===== src/hdl/vccm_pkg.sv =====
`timescale 1ns / 1ps
// Shared types and constants for the vector clock compare-and-merge block.
// No dependencies; imported by every module of the block.
package vccm_pkg;

   localparam logic REQ_TICK = 1'b0;
   localparam logic REQ_ELEM = 1'b1;

   localparam logic [1:0] REL_LOCAL_NEWER = 2'd0;
   localparam logic [1:0] REL_INCOMING    = 2'd1;
   localparam logic [1:0] REL_CONCURRENT  = 2'd2;

   localparam logic REG_OWN_SLOT = 1'b0;
   localparam logic REG_OWN_RANK = 1'b1;

   localparam int RSP_FIFO_DEPTH = 4;
   localparam int FIFO_AW        = $clog2(RSP_FIFO_DEPTH);
   localparam int FIFO_CW        = $clog2(RSP_FIFO_DEPTH + 1);

   typedef struct packed {
      logic       may_enter;
      logic [1:0] relation;
   } result_type;

endpackage


===== src/hdl/vccm_rsp_fifo.sv =====
`timescale 1ns / 1ps
// Small result queue that decouples the merge pipeline from the response channel.
// Depends on vccm_pkg for the result type and the queue depth.
module vccm_rsp_fifo import vccm_pkg::*; (
   input  logic               clock,
   input  logic               reset,
   input  logic               push,
   input  result_type         push_data,
   input  logic               out_ready,
   output logic               out_valid,
   output result_type         out_data,
   output logic [FIFO_CW-1:0] count
);

   logic [FIFO_AW-1:0] wr_ptr_ff, wr_ptr_in;
   logic [FIFO_AW-1:0] rd_ptr_ff, rd_ptr_in;
   logic [FIFO_CW-1:0] count_ff, count_in;
   result_type         entry_ff [RSP_FIFO_DEPTH];
   logic               pop;

   assign pop       = out_ready && (count_ff != '0);
   assign out_valid = (count_ff != '0);
   assign out_data  = entry_ff[rd_ptr_ff];
   assign count     = count_ff;

   always_comb begin
      wr_ptr_in = push ? wr_ptr_ff + FIFO_AW'(1) : wr_ptr_ff;
      rd_ptr_in = pop ? rd_ptr_ff + FIFO_AW'(1) : rd_ptr_ff;
      count_in  = count_ff;
      case ({push, pop})
         2'b10:   count_in = count_ff + FIFO_CW'(1);
         2'b01:   count_in = count_ff - FIFO_CW'(1);
         default: count_in = count_ff;
      endcase
   end

   always_ff @(posedge clock) begin
      if (reset) begin
         wr_ptr_ff <= '0;
         rd_ptr_ff <= '0;
         count_ff  <= '0;
      end else begin
         wr_ptr_ff <= wr_ptr_in;
         rd_ptr_ff <= rd_ptr_in;
         count_ff  <= count_in;
      end
   end

   always_ff @(posedge clock) begin
      if (push) begin
         entry_ff[wr_ptr_ff] <= push_data;
      end
   end

   a_no_overflow: assert property (@(posedge clock) disable iff (reset)
      push |-> (count_ff < FIFO_CW'(RSP_FIFO_DEPTH)))
      else $error("result queue written while full");

   a_count_up: assert property (@(posedge clock) disable iff (reset)
      (push && !pop) |=> (count_ff == $past(count_ff) + FIFO_CW'(1)))
      else $error("result queue count did not advance on push");

   a_count_down: assert property (@(posedge clock) disable iff (reset)
      (pop && !push) |=> (count_ff == $past(count_ff) - FIFO_CW'(1)))
      else $error("result queue count did not drop on pop");

endmodule


===== src/hdl/vector_clock_compare_merge.sv =====
`timescale 1ns / 1ps
// Result path: the last element is registered in stage 1, its result enters the rsp queue.
// Throughput: one req transaction per cycle while req_tready shows queue room, set by the
// single read and write port of the counter memory; same-entry overlap uses a write bypass.
// Reset: synchronous; per-entry valid bits make every counter read as zero at once,
// so no clearing pass is needed and the block accepts transactions right after reset.
module vector_clock_compare_merge import vccm_pkg::*; #(
   parameter int NUM_PROCS   = 16,
   parameter int COUNT_WIDTH = 16
) (
   input  logic        clock,
   input  logic        reset,
   input  logic        req_tvalid,
   output logic        req_tready,
   input  logic [23:0] req_tdata,   // [15:0] elem_value, [19:16] sender_id, rest zero
   input  logic        req_tlast,
   input  logic        req_tuser,   // req_type
   output logic        rsp_tvalid,
   input  logic        rsp_tready,
   output logic [7:0]  rsp_tdata,   // [1:0] relation, [2] may_enter, rest zero
   input  logic        csr_psel,
   input  logic        csr_penable,
   input  logic        csr_pwrite,
   input  logic [2:0]  csr_paddr,
   input  logic [31:0] csr_pwdata,
   output logic [31:0] csr_prdata,
   output logic        csr_pready
);

   localparam int AW = $clog2(NUM_PROCS);
   localparam int SW = $clog2(NUM_PROCS + 1);
   localparam int OW = (AW > 4) ? AW : 4;
   localparam int VW = (COUNT_WIDTH > 16) ? COUNT_WIDTH : 16;
   localparam logic [COUNT_WIDTH-1:0] COUNT_MAX = '1;

   logic [3:0]             own_slot_ff, own_rank_ff;
   logic                   csr_wr;

   logic                   req_fire, is_elem, slot_ok, tick_ok, in_range;
   logic [15:0]            elem_value;
   logic [3:0]             sender_id;
   logic [OW-1:0]          own_ext;
   logic [AW-1:0]          rd_addr;
   logic [VW-1:0]          val_ext;
   logic [COUNT_WIDTH-1:0] val_sat;
   logic [SW-1:0]          slot_ff, slot_in;

   logic                   s1_valid_ff, s1_is_elem_ff, s1_last_ff, s1_in_range_ff;
   logic [AW-1:0]          s1_addr_ff;
   logic [COUNT_WIDTH-1:0] s1_value_ff;
   logic [3:0]             s1_sender_ff;

   logic [COUNT_WIDTH-1:0] mem [NUM_PROCS];
   logic [NUM_PROCS-1:0]   mem_valid_ff;
   logic [COUNT_WIDTH-1:0] mem_rdata_ff;
   logic                   rd_valid_ff;
   logic                   byp_valid_ff;
   logic [AW-1:0]          byp_addr_ff;
   logic [COUNT_WIDTH-1:0] byp_data_ff;

   logic [COUNT_WIDTH-1:0] mine, mem_wdata;
   logic                   mem_we, smaller, larger, all_smaller, all_larger;
   logic                   seen_smaller_ff, seen_smaller_in;
   logic                   seen_larger_ff, seen_larger_in;
   logic                   push;
   result_type             result, fifo_data;
   logic [FIFO_CW-1:0]     fifo_count, pending;

   assign csr_pready = 1'b1;
   assign csr_wr     = csr_psel && csr_penable && csr_pwrite && csr_pready;
   assign csr_prdata = {28'b0, (csr_paddr[2] == REG_OWN_RANK) ? own_rank_ff : own_slot_ff};

   always_ff @(posedge clock) begin
      if (reset) begin
         own_slot_ff <= '0;
         own_rank_ff <= '0;
      end else if (csr_wr) begin
         unique case (csr_paddr[2])
            REG_OWN_SLOT: own_slot_ff <= csr_pwdata[3:0];
            REG_OWN_RANK: own_rank_ff <= csr_pwdata[3:0];
            default:      own_slot_ff <= own_slot_ff;
         endcase
      end
   end

   assign pending    = fifo_count + FIFO_CW'(push);
   assign req_tready = (pending <= FIFO_CW'(RSP_FIFO_DEPTH - 2));
   assign req_fire   = req_tvalid && req_tready;

   assign elem_value = req_tdata[15:0];
   assign sender_id  = req_tdata[19:16];
   assign is_elem    = (req_tuser == REQ_ELEM);
   assign own_ext    = OW'(own_slot_ff);
   assign tick_ok    = ({28'b0, own_slot_ff} < 32'(NUM_PROCS));
   assign slot_ok    = (slot_ff < SW'(NUM_PROCS));
   assign rd_addr    = is_elem ? slot_ff[AW-1:0] : own_ext[AW-1:0];
   assign in_range   = is_elem ? slot_ok : tick_ok;
   assign val_ext    = VW'(elem_value);
   assign val_sat    = (val_ext > VW'(COUNT_MAX)) ? COUNT_MAX : val_ext[COUNT_WIDTH-1:0];

   always_comb begin
      slot_in = slot_ff;
      if (req_fire && is_elem) begin
         if (req_tlast) begin
            slot_in = '0;
         end else if (slot_ok) begin
            slot_in = slot_ff + SW'(1);
         end
      end
   end

   always_ff @(posedge clock) begin
      if (reset) begin
         slot_ff     <= '0;
         s1_valid_ff <= 1'b0;
      end else begin
         slot_ff     <= slot_in;
         s1_valid_ff <= req_fire;
      end
   end

   always_ff @(posedge clock) begin
      if (req_fire) begin
         s1_is_elem_ff  <= is_elem;
         s1_last_ff     <= req_tlast;
         s1_in_range_ff <= in_range;
         s1_addr_ff     <= rd_addr;
         s1_value_ff    <= val_sat;
         s1_sender_ff   <= sender_id;
      end
   end

   always_ff @(posedge clock) begin
      if (mem_we) begin
         mem[s1_addr_ff] <= mem_wdata;
      end
      if (req_fire) begin
         mem_rdata_ff <= mem[rd_addr];
         rd_valid_ff  <= mem_valid_ff[rd_addr];
      end
   end

   always_ff @(posedge clock) begin
      if (reset) begin
         mem_valid_ff <= '0;
         byp_valid_ff <= 1'b0;
      end else begin
         byp_valid_ff <= mem_we;
         if (mem_we) begin
            mem_valid_ff[s1_addr_ff] <= 1'b1;
         end
      end
   end

   always_ff @(posedge clock) begin
      if (mem_we) begin
         byp_addr_ff <= s1_addr_ff;
         byp_data_ff <= mem_wdata;
      end
   end

   always_comb begin
      if (byp_valid_ff && (byp_addr_ff == s1_addr_ff)) begin
         mine = byp_data_ff;
      end else if (rd_valid_ff) begin
         mine = mem_rdata_ff;
      end else begin
         mine = '0;
      end
      smaller = (mine < s1_value_ff);
      larger  = (mine > s1_value_ff);
      if (s1_is_elem_ff) begin
         mem_wdata = smaller ? s1_value_ff : mine;
      end else begin
         mem_wdata = (mine != COUNT_MAX) ? mine + COUNT_WIDTH'(1) : mine;
      end
   end

   assign mem_we      = s1_valid_ff && s1_in_range_ff;
   assign all_smaller = seen_smaller_ff || (s1_in_range_ff && smaller);
   assign all_larger  = seen_larger_ff || (s1_in_range_ff && larger);
   assign push        = s1_valid_ff && s1_is_elem_ff && s1_last_ff;

   always_comb begin
      seen_smaller_in = seen_smaller_ff;
      seen_larger_in  = seen_larger_ff;
      if (s1_valid_ff && s1_is_elem_ff) begin
         seen_smaller_in = s1_last_ff ? 1'b0 : all_smaller;
         seen_larger_in  = s1_last_ff ? 1'b0 : all_larger;
      end
      if (all_larger && !all_smaller) begin
         result.relation = REL_LOCAL_NEWER;
      end else if (all_larger && all_smaller) begin
         result.relation = REL_CONCURRENT;
      end else begin
         result.relation = REL_INCOMING;
      end
      result.may_enter = (result.relation == REL_LOCAL_NEWER) ||
                         ((result.relation == REL_CONCURRENT) && (own_rank_ff > s1_sender_ff));
   end

   always_ff @(posedge clock) begin
      if (reset) begin
         seen_smaller_ff <= 1'b0;
         seen_larger_ff  <= 1'b0;
      end else begin
         seen_smaller_ff <= seen_smaller_in;
         seen_larger_ff  <= seen_larger_in;
      end
   end

   vccm_rsp_fifo u_rsp_fifo (
      .clock     (clock),
      .reset     (reset),
      .push      (push),
      .push_data (result),
      .out_ready (rsp_tready),
      .out_valid (rsp_tvalid),
      .out_data  (fifo_data),
      .count     (fifo_count)
   );

   assign rsp_tdata = {5'b0, fifo_data};

   a_slot_bound: assert property (@(posedge clock) disable iff (reset)
      slot_ff <= SW'(NUM_PROCS))
      else $error("slot counter ran past the number of processes");

   a_last_restarts: assert property (@(posedge clock) disable iff (reset)
      (req_fire && is_elem && req_tlast) |=> (slot_ff == '0) && s1_valid_ff)
      else $error("last element did not restart the slot counter");

   a_result_delivered: assert property (@(posedge clock) disable iff (reset)
      push |=> rsp_tvalid)
      else $error("finished message produced no response");

   a_flags_clear: assert property (@(posedge clock) disable iff (reset)
      push |=> !seen_smaller_ff && !seen_larger_ff)
      else $error("comparison flags survived the end of a message");

endmodule


===== config.mk =====
export PLATFORM = sky130hd
export DESIGN_NAME = vector_clock_compare_merge
export DESIGN_NICKNAME = d
export VERILOG_FILES = /design/src/hdl/vccm_pkg.sv /design/src/hdl/vccm_rsp_fifo.sv /design/src/hdl/vector_clock_compare_merge.sv
export SDC_FILE = /design/constraint.sdc
export NUM_CORES = 1
export LEC_CHECK = 0
export BUFFER_PORTS_ARGS = -buffer_cell sky130_fd_sc_hd__buf_2
export CAP_MARGIN = 20
export CORE_UTILIZATION = 34
export DETAILED_ROUTE_END_ITERATION = 8
export SLEW_MARGIN = 20
export SYNTH_ARGS = -nofsm -noshare
export SYNTH_HDL_FRONTEND = slang
export SYNTH_SLANG_ARGS = --single-unit

===== constraint.sdc =====
create_clock -name clock -period 9.2 [get_ports clock]
set_clock_uncertainty 0.15 [all_clocks]
set_input_delay 0.92 -clock clock [delete_from_list [all_inputs] [get_ports clock]]
set_output_delay 0.92 -clock clock [all_outputs]
set_load 0.05 [all_outputs]

# Word level (Yosys, flattened, before mapping)
# Memory sizes are Yosys's and may differ from the RTL's. A register that Yosys moved wholly into a read port is not among the register bits.
# Index checks and enable logic that the tools add are counted.
dict set report word_totals {
  ff_bits 88
  latch_bits 0
  ram_bits 268
  romBits 0
  input_bits 68
  output_inout_bits 43
  memories 2
}
# name depth word_bits rd rd_ports_with_merged_regs write_ports line
set memory_table {}
lappend memory_table {mem 16 16 1 1 1 vector_clock_compare_merge.sv:53} ;# logic [COUNT_WIDTH-1:0] mem [NUM_PROCS];
lappend memory_table {u_rsp_fifo.entry_ff 4 3 1 1 1 vccm_rsp_fifo.sv:18} ;# result_type entry_ff [RSP_FIFO_DEPTH];
dict set report op_classes {
  n_addsub 7
  multipliers 0
  div_mod_pow 0
  magnitude_cmp 9
  n_eq_ne 5
  shift 0
  n_mux 24
  bitwise 2
  reduce_logical 26
}
# cell count
set ops {}
lappend ops {{16-bit two-way mux} 5}
lappend ops {{16-bit by 1-bit adder with 16-bit output, second input constant} 1}
lappend ops {{16-bit > comparator} 1}
lappend ops {{16-bit > comparator, second input constant} 1}
lappend ops {{16-bit < comparator} 1}
lappend ops {{16-bit inequality test, second input constant} 1}
lappend ops {{16-bit bitwise OR} 1}
lappend ops {{1-bit logical AND} 15}
lappend ops {{4-bit by 5-bit < comparator with 1-bit output, second input constant} 2}
lappend ops {{5-bit two-way mux} 2}
lappend ops {{1-bit two-way mux} 8}
lappend ops {{2-bit two-way mux} 4}
lappend ops {{4-bit two-way mux} 2}
lappend ops {{3-bit one-hot mux with 2 select lines} 1}
lappend ops {{2-bit AND reduction} 3}
lappend ops {{5-bit by 1-bit adder with 5-bit output, second input constant} 1}
lappend ops {{5-bit < comparator, second input constant} 1}
lappend ops {{2-bit by 1-bit adder with 2-bit output, second input constant} 2}
lappend ops {{1-bit binary-select mux with 4-bit select} 1}
lappend ops {{1-bit demux with 4-bit select} 1}
lappend ops {{2-bit equality test, second input constant} 2}
lappend ops {{4-bit equality test} 1}
lappend ops {{4-bit by 1-bit >= comparator with 1-bit output, second input constant} 1}
lappend ops {{4-bit > comparator} 1}
lappend ops {{other kinds (11)} 14}

# Logic depth before layout (Yosys ltp)
# Gate-level depths: netlist of the first run.
dict set report depth {
  word_depth 12
  mapped_depth 18
  ltp_nobuf 14
}

# By module
# From an unflattened synthesis of the first run, not the netlist that was laid out.
dict set report unflattened {
  cells_unflattened 1401
  hier_area_um2 16590.9
}
# mod instances cells_per_inst area_per_inst_um2
set modules_own_cells {}
lappend modules_own_cells {vector_clock_compare_merge 1 1339 15696.3}
lappend modules_own_cells {vccm_rsp_fifo 1 62 894.6}

# Worst setup path after synthesis of the first run
# No wires, ideal clock.
dict set report synth_path {
  path_type {reg-to-reg}
  from {reg s1_addr_ff[3]}
  to {reg byp_data_ff[13] (data pin)}
  setup_time_ns 0.308
  t_arrival_ns 3.816
  path_slack_ns 4.925
  path_stages_with_launch 18
  path_buffers 5
  path_cell_list {edfxtp_1 -> buf_4 -> a221o_1 -> nor3_4 -> buf_6 -> buf_2 -> nand2_1 -> o21ai_0 -> ha_1 -> nor2b_1 -> o21bai_1 -> a31oi_1 -> o221ai_1 -> and2_1 -> buf_2 -> clkbuf_1 -> nand2_1 -> a31oi_1}
}
dict set report synth_via {
  elab_chain_len 6
  elab_cells_between_ends 9
  classes_between {add/sub: 1; order compare: 1; eq/ne: 2; mux: 4; reduce/logical: 1}
}
# element line
set synth_rtl {}
lappend synth_rtl {{start: declaration} vector_clock_compare_merge.sv:49} ;# logic [AW-1:0] s1_addr_ff;
lappend synth_rtl {{start signal: assignment} vector_clock_compare_merge.sv:127} ;# s1_addr_ff <= rd_addr;
lappend synth_rtl {{4-bit equality test (*)} vector_clock_compare_merge.sv:163} ;# if (byp_valid_ff && (byp_addr_ff == s1_addr_ff)) begin
lappend synth_rtl {{1-bit logical AND (*)} vector_clock_compare_merge.sv:163}
lappend synth_rtl {{16-bit two-way mux (*)} vector_clock_compare_merge.sv:163}
lappend synth_rtl {{16-bit by 1-bit adder with 16-bit output, or another cell as far along} vector_clock_compare_merge.sv:175} ;# mem_wdata = (mine != COUNT_MAX) ? mine + COUNT_WIDTH'(1) : mine;
lappend synth_rtl {{16-bit two-way mux, on equally long branches} {vector_clock_compare_merge.sv:175, vector_clock_compare_merge.sv:173}}
lappend synth_rtl {{16-bit two-way mux (*)} vector_clock_compare_merge.sv:172} ;# if (s1_is_elem_ff) begin
lappend synth_rtl {{via mem_wdata[13]} vector_clock_compare_merge.sv:61} ;# logic [COUNT_WIDTH-1:0] mine, mem_wdata;
lappend synth_rtl {{end signal: assignment} vector_clock_compare_merge.sv:158} ;# byp_data_ff <= mem_wdata;
lappend synth_rtl {{end: declaration} vector_clock_compare_merge.sv:59} ;# logic [COUNT_WIDTH-1:0] byp_data_ff;
# The timed path passes the listed nets; every way through them passes the cells marked *.
# A chain may end at the register's enable or synchronous reset.

# Worst setup path after layout of the first run
dict set report layout_path {
  from {reg s1_addr_ff[3]}
  to {mem mem[8][7] (data pin)}
}
dict set report layout_via {
  elab_chain_len 6
  elab_cells_between_ends 9
  classes_between {add/sub: 1; order compare: 1; eq/ne: 2; mux: 4; reduce/logical: 1}
}
# element line
set layout_rtl {}
lappend layout_rtl {{4-bit equality test (*)} vector_clock_compare_merge.sv:163}
lappend layout_rtl {{1-bit logical AND (*)} vector_clock_compare_merge.sv:163}
lappend layout_rtl {{16-bit two-way mux (*)} vector_clock_compare_merge.sv:163}
lappend layout_rtl {{16-bit by 1-bit adder with 16-bit output, or another cell as far along} vector_clock_compare_merge.sv:175}
lappend layout_rtl {{16-bit two-way mux, on equally long branches} {vector_clock_compare_merge.sv:175, vector_clock_compare_merge.sv:173}}
lappend layout_rtl {{16-bit two-way mux (*)} vector_clock_compare_merge.sv:172}
lappend layout_rtl {{via mem_wdata[7]} vector_clock_compare_merge.sv:61}
lappend layout_rtl {{end: declaration} vector_clock_compare_merge.sv:53}
# Marked as above.

==> results.yml, run 1 <==
run_status:
  outcome: "finished, final reports clean"
critical_path:
  rrSetupSlack_ps: 4190
  path_class: "reg2reg"
  reg2reg_depth: 11
  crit_path_start_kind: "register"
  worstPathArrival_ps: 5280
  r2r_end: "mem[8][7]$_DFFE_PP_"
  crit_fanout: 49
  timing.rr.start: "s1_addr_ff[3]$_DFFE_PP_"
  required_ps: 9470
  end_kind: "register"
power_and_ir_drop:
  p_switching_w: 0.000926
  clockPowerShare_pct: 39.2
  intPower_w: 0.00286
  cellLeakagePower_nw: 6.72
  p_per_area_nw_per_um2: 204
  p_seq_share_pct: 52.1
  irDropWorstVdd_v: 0.000127
  p_sw_share_pct: 24.5
  power_frac_comb_pct: 8.8
clock_network:
  htreeDepth: 2
  cts.path.max_buffers: 3
  clkTransAtPathRegs_ps: 60
  clock-sinks: 374
  cts_hold_buffers: 0
  cts_tree: "yes"
  clk-insertion-delay-late_ps: 560
  root_buffer: "clkbuf_16"
  cts_inserted_buffers: 41
  post_cts_buffers: 0
  ctsResizeCount: 0
die:
  boundaryPins: 111
  std_cell_rows: 80
  die_h_um: 221
  start_util_pct: 34.3
  die_w_um: 221
  core-area_um2: 47600
  dieArea_um2: 49000
worst_hold_path:
  hold-path-endpoint: "mem_valid_ff[11]$_SDFFE_PP0P_"
  holdPathStages: 2
  worstHoldPathType: "reg2reg"
  min_from: "mem_valid_ff[11]$_SDFFE_PP0P_"
drt:
  drtIter0Drc: 868
  top_layer: "met4"
  first_pass_iters: 7
  wl_met3_um: 2090
  wl_met2_um: 18400
  num_vias: 10700
  wirelength_um: 38300
  drcViolationCount: 0
  wl_per_cell_um: 18.5
  wl_met1_um: 17000
  viasPerCell: 5.15
  antenna_left: 0
synth:
  synth_edf_count: 332
  seq_area_frac_synth_pct: 66.1
  ys_types: 66
  netlist_area_um2: 16400
  syn_area_per_cell_um2: 11.9
  synth_warnings: 0
  async_reset_ff_share_pct: 0
  yosys_register_bits: 374
  syn_inst: 1380
  synth-main-ff-cell: "edfxtp_1"
timing:
  max_freq_mhz: 200
  relSlewSlack_pct: 40.5
  finalSetupViolCount: 0
  rsz0062_at_grt: "false"
  worst_hold_slack_ps: 320
  hold_viol: 0
  finalCritPeriodShare_pct: 54.5
  fin_tns_setup_ps: 0
  tightest_slew_ps: 892
  min_period_ps: 5010
  slew_viol_final: 0
layout:
  fin_nets: 1523
  area_growth_pct: 13.3
  layout-drive-gt1-share_pct: 12.1
  fillers: 4535
  antennaDiodeCount: 0
global_routing:
  overflow: 0
  grt_usage_pct: 15.5
  antenna_found_initial: 0
  grt_pass1_wl_um: 58700
  grt_pass1_vias: 10100
  grt_max_degree: 76
job:
  max-cap-violations: 0
placement:
  detailed_place_hpwl_um: 22500
  gp_congestion: 0.843
  io_buffers: 42
[metal layers]
metal | global-route usage [%] | vias up
li1 | - | 5042
met1 | 20.8 | 5245
met2 | 25.8 | 314
met3 | 2.39 | 62
met4 | 4.49 | 0
met5 | 0 | -
[worst max-delay path by stage]
| stage | depth (start not counted) | slack (ps) | from | to |
|---|---|---|---|---|
| after floorplan | 17 | 4930 | s1_addr_ff[3]$_DFFE_PP_ | byp_data_ff[13]$_DFFE_PP_ |
| after global placement | 10 | 4030 | s1_addr_ff[3]$_DFFE_PP_ | mem[4][7]$_DFFE_PP_ |
| after detailed placement | 12 | 4030 | s1_addr_ff[3]$_DFFE_PP_ | mem[1][8]$_DFFE_PP_ |
| after CTS | 12 | 4010 | s1_addr_ff[3]$_DFFE_PP_ | mem[1][8]$_DFFE_PP_ |
| after global routing | 13 | 3810 | s1_addr_ff[3]$_DFFE_PP_ | mem[8][7]$_DFFE_PP_ |
| final | 11 | 4190 | s1_addr_ff[3]$_DFFE_PP_ | mem[8][7]$_DFFE_PP_ |
[power by group through the flow]
stage / registers, W / logic, W / clock network, W
5_1_grt: 0.00198 / 0.000364 / 0.00159
4_1_cts: 0.00197 / 0.000327 / 0.00152
2_1_floorplan: 0.00199 / 0.000232 / 0
3_5_place_dp: 0.00201 / 0.000326 / 0
6_report: 0.00197 / 0.000332 / 0.00148
3_3_place_gp: 0.00201 / 0.000316 / 0
[worst max-delay path, cell delays in order, from the launching register on]
cell,delay (ps)
edfxtp_1,570
a221o_1,390
nor3_4,110
buf_4,460
mux2i_1,390
ha_1,340
a2111oi_0,470
o2bb2ai_1,260
and2_1,660
nor2_1,110
o211ai_1,670
buf_4,290
[metrics by stage]
step	instance area, µm²	instances	setup slack (ps)	total power, W	utilization [%]
2_1_floorplan	16500	1412	4930	0.00223	-
3_3_place_gp	17300	1995	4030	0.00232	36.2
3_5_place_dp	17300	1996	4030	0.00233	36.3
4_1_cts	18500	2068	4010	0.00382	38.8
5_1_grt	18500	2069	3810	0.00393	38.9
6_report	18500	2069	4190	0.00378	38.9
[cells in the final DEF, fill, tap and decap left out, drive strengths merged, types with 3 or more instances in the layout]
cell,n
nand3,51
buf,79
nand4,9
nor3,14
and3,58
xor2,10
and2,11
a211oi,17
ha,29
or3,6
xnor2,3
o221ai,3
mux2,7
o211ai,5
a21oi,33
o32ai,3
a21o,4
dfxtp,42
mux2i,27
o21ba,4
o22ai,8
nand2b,5
a31oi,38
nor2b,4
o21ai,34
nor2,82
mux4,3
inv,43
clkinv,22
nand2,320
a311oi,34
and4,3
conb,34
edfxtp,332
clkbuf,49
[sequential cells by signal, indices dropped and copies added (netlist names), 2 cells and up, named ones only]
register,flops
u_rsp_fifo.rd_ptr_ff,2
u_rsp_fifo.wr_ptr_ff,2
slot_ff,5
u_rsp_fifo.count,3
own_rank_ff,4
s1_value_ff,16
byp_addr_ff,4
mem_valid_ff,16
u_rsp_fifo.entry_ff,12
s1_sender_ff,4
s1_addr_ff,4
own_ext,4
byp_data_ff,16
mem,256
mem_rdata_ff,16
[logic make-up (layout without fill, tap and decap cells)]
group / count (synthesis) / count (layout) / synth area share (%)
xor+xnor: 13 / 13 / 0.696
mux: 37 / 37 / 2.55
fa+ha+maj: 30 / 30 / 2.34
buf+inv: 151 / 193 / 4.47
simple gates: 572 / 572 / 15.4
compound gates: 201 / 201 / 8.38
other cells: 2 / 34 / 0.0459
flops: 374 / 374 / 66.1
[cells in the mapped netlist (2+ instances only)]
master	count	area share [%]
edfxtp_1	332	61
and4_1	2	0.11
a41o_1	2	0.12
nor2_1	81	1.9
or3_1	6	0.23
nand3b_1	2	0.092
buf_4	38	1.7
mux2i_1	27	1.7
a211oi_1	17	0.78
nand4_1	9	0.34
dfxtp_1	42	5.1
a21o_1	4	0.18
and2_1	11	0.42
and3_1	58	2.2
nor2b_1	4	0.15
o211ai_1	5	0.23
ha_1	29	2.2
conb_1	2	0.046
inv_1	40	0.92
a31oi_1	38	1.5
mux4_2	3	0.41
nand2_1	320	7.3
xnor2_1	3	0.16
a21oi_1	33	1.0
mux2_2	7	0.48
a311oi_1	34	1.8
nand2b_1	5	0.19
o22ai_1	8	0.31
clkinv_1	2	0.046
clkbuf_1	48	1.1
nor3_1	13	0.40
o32ai_1	3	0.16
buf_1	10	0.23
xor2_1	10	0.54
buf_2	12	0.37
o21ba_2	4	0.24
o21a_1	2	0.092
o221ai_1	3	0.16
nand3_1	51	1.6
o21ai_0	34	1.0
[final cells by class]
type	instances	area (µm²)	area share (%)
inverter	42	161	0.871
clock inverter	23	161	0.871
multi-input combinational	887	5080	27.4
timing repair buffer	79	495	2.67
clock buffer	49	1060	5.70
tap	615	769	4.15
sequential	374	10800	58.3
Power figures use the tool's default switching activity.
==> run 2, diff against run 1 <==
==> constraint.sdc (replaced) <==
create_clock -name clock -period 4.5 [get_ports clock]
set_clock_uncertainty 0.15 [all_clocks]
set_input_delay 0.45 -clock clock [delete_from_list [all_inputs] [get_ports clock]]
set_output_delay 0.45 -clock clock [all_outputs]
set_load 0.05 [all_outputs]
==> run 2 against run 1 <==
Combinational power grew 120%. Global-route usage is 0.16 points higher. Worst setup slack got worse by 3900 ps. First-iteration DRC count shrank 2.2%. Utilization grew 1.2 points. Sequential power up 100%. Sequential share of layout area is 1.7 points lower. Largest power group unchanged. Largest cell class unchanged. Critical endpoint is now byp_data_ff[6]$_DFFE_PP_. Final cell count up 2.3%. Sequential cell count unchanged. Clock-buffer cell count fell by 4. Power grew 110%. Highest routed layer unchanged. Wire length about the same.
==> results.yml, run 2 (synthesis results as in run 1) <==
critical_path:
  rrSetupSlack_ps: 280
  cp-startpoint: "s1_addr_ff[0]$_DFFE_PP_"
  critPathSlowestCell: "a31o_1"
  worstPathArrival_ps: 4300
  reg2reg_depth: 11
  cp.depth: 11
  path_class: "reg2reg"
  required_ps: 4580
  r2r_end: "byp_data_ff[6]$_DFFE_PP_"
  timing.critical_path.cells: "a221o_1 > nor3_4 > buf_12 > mux2i_1 > ha_1 > a2111oi_0 > o2bb2ai_1 > nand2_1 > buf_4 > a21oi_1 > a31o_1"
  crit_fanout: 38
  path_buf_inv: 2
  critPathCapture: "byp_data_ff[6]$_DFFE_PP_"
  end_kind: "register"
  crit_path_start_kind: "register"
  max_stage_delay_ps: 560
  timing.rr.start: "s1_addr_ff[0]$_DFFE_PP_"
  cp_top_family: "compound AO/OA/AOI/OAI gates"
timing:
  slew_viol_final: 0
  min_period_ps: 4220
  worst_hold_slack_ps: 23.8
  finalCritPeriodShare_pct: 93.8
  fin_tns_setup_ps: 0
  tightest_slew_ps: 977
  max_freq_mhz: 237
  finalSetupViolCount: 0
  hold_viol: 0
  relSlewSlack_pct: 33.5
  rsz0062_at_grt: "false"
global_routing:
  grt_pass1_vias: 10500
  overflow: 0
  grt_usage_pct: 15.6
  grt_pass1_wl_um: 59900
  grt_max_degree: 137
  antenna_found_initial: 0
layout:
  fin_nets: 1569
  layout-drive-gt1-share_pct: 13.7
  final_common_cell: "edfxtp_1"
  largest_reg_flops: 256
  top_register: "mem"
  multi_input_area_um2: 5080
  final_cells: 2117
  regArea_um2: 10800
  area_growth_pct: 16.7
  final_cell_mix: "edfxtp_1, nand2_1, nor2_1, and3_1, buf_4"
  fillers: 4474
clock_network:
  clock-sinks: 374
  clk-insertion-delay-late_ps: 550
  root_buffer: "clkbuf_16"
  post_cts_buffers: 0
  htreeDepth: 2
  cts.path.max_buffers: 3
  clkTransAtPathRegs_ps: 60
  cts_tree: "yes"
  ctsResizeCount: 0
  cts_inserted_buffers: 40
die:
  start_util_pct: 34.3
  core-area_um2: 47600
  die_h_um: 221
  dieArea_um2: 49000
  std_cell_rows: 80
  boundaryPins: 111
  die_w_um: 221
worst_hold_path:
  worstHoldPathType: "in2reg"
placement:
  placed_cells: 2024
  io_buffers: 42
  gp_congestion: 0.931
  detailed_place_hpwl_um: 22900
power_and_ir_drop:
  intPower_w: 0.00606
  clockPowerShare_pct: 40.2
  p_per_area_nw_per_um2: 416
  power_frac_comb_pct: 9.1
  p_switching_w: 0.00188
  cellLeakagePower_nw: 6.99
  p_seq_share_pct: 50.7
  p_sw_share_pct: 23.7
  irDropWorstVdd_v: 0.000249
run_status:
  outcome: "finished, final reports clean"
drt:
  wirelength_um: 38300
  antenna_left: 0
  drtIter0Drc: 849
  viasPerCell: 5.06
  first_pass_iters: 5
  num_vias: 10700
  drcViolationCount: 0
  wl_per_cell_um: 18.1
job:
  max-cap-violations: 0
==> run 2: cell types whose count changed in the layout (fill, tap and decap cells not counted), sizes merged <==
cell	previous run	this run
buf	79	106
bufinv	0	4
clkbuf	49	45
clkinv	22	21
clkinvlp	0	2
diode	0	1
dlygate4sd3	0	20
inv	43	42
==> run 2: area by class of cell <==
class | count | area share (%)
antenna | 1 | 0.0131
clock buffer | 45 | 5.34
clock inverter | 27 | 1.39
inverter | 42 | 0.839
multi-input combinational | 887 | 26.6
sequential | 374 | 56.6
tap | 615 | 4.03
timing repair buffer | 126 | 5.13
==> run 2: per-layer routing <==
layer	up-vias	part of all wire (%)	track usage, %
met5	-	0	0
met4	0	2.0	4.15
met3	69	5.6	2.20
met2	343	48	26.7
met1	5166	44	20.8
li1	5128	-	-
==> run 2: how the worst min path moves through the flow <==
| stage | slack, ps | to | startpoint | cells after the start |
|---|---|---|---|---|
| after detailed placement | 310 | mem_valid_ff[3]$_SDFFE_PP0P_ | mem_valid_ff[3]$_SDFFE_PP0P_ | 2 |
| after global routing | 30 | own_ext[3]$_SDFFE_PP0P_ | csr_pwdata[3] | 3 |
| after global placement | 300 | mem_valid_ff[2]$_SDFFE_PP0P_ | mem_valid_ff[2]$_SDFFE_PP0P_ | 2 |
| after CTS | 5 | own_ext[3]$_SDFFE_PP0P_ | csr_pwdata[3] | 3 |
| after floorplan | 280 | byp_addr_ff[2]$_DFFE_PP_ | s1_addr_ff[2]$_DFFE_PP_ | 0 |
| final | 20 | own_ext[3]$_SDFFE_PP0P_ | csr_pwdata[3] | 3 |
==> run 2: per-stage QoR <==
stage	instance area [µm²]	total power, W	util (%)	setup slack, ps
3_5_place_dp	17600	0.00479	36.9	206
4_1_cts	19100	0.00801	40.0	204
3_3_place_gp	17600	0.00478	36.9	296
5_1_grt	19100	0.00821	40.1	45.8
6_report	19100	0.00794	40.1	280
2_1_floorplan	16500	0.00455	-	225
==> run 2: worst min-delay path: cells and delay by family <==
family	cells	cell delay, ps
buffers and inverters	1	90
multiplexers	1	60
AND/OR/NAND/NOR	1	80
==> run 2: repair_timing <==
action,in CTS,in global routing
hold endpoints to repair,20,0
setup endpoints to repair,0,0
hold buffers,20,0
==> run 2: power by group through the flow <==
stage | combinational (W) | sequential [W] | clock (W)
floorplan | 0.000475 | 0.00408 | 0
global placement | 0.000686 | 0.00409 | 0
detailed placement | 0.000700 | 0.00409 | 0
CTS | 0.000717 | 0.00402 | 0.00327
global route | 0.000792 | 0.00403 | 0.00339
finish | 0.000722 | 0.00402 | 0.00319
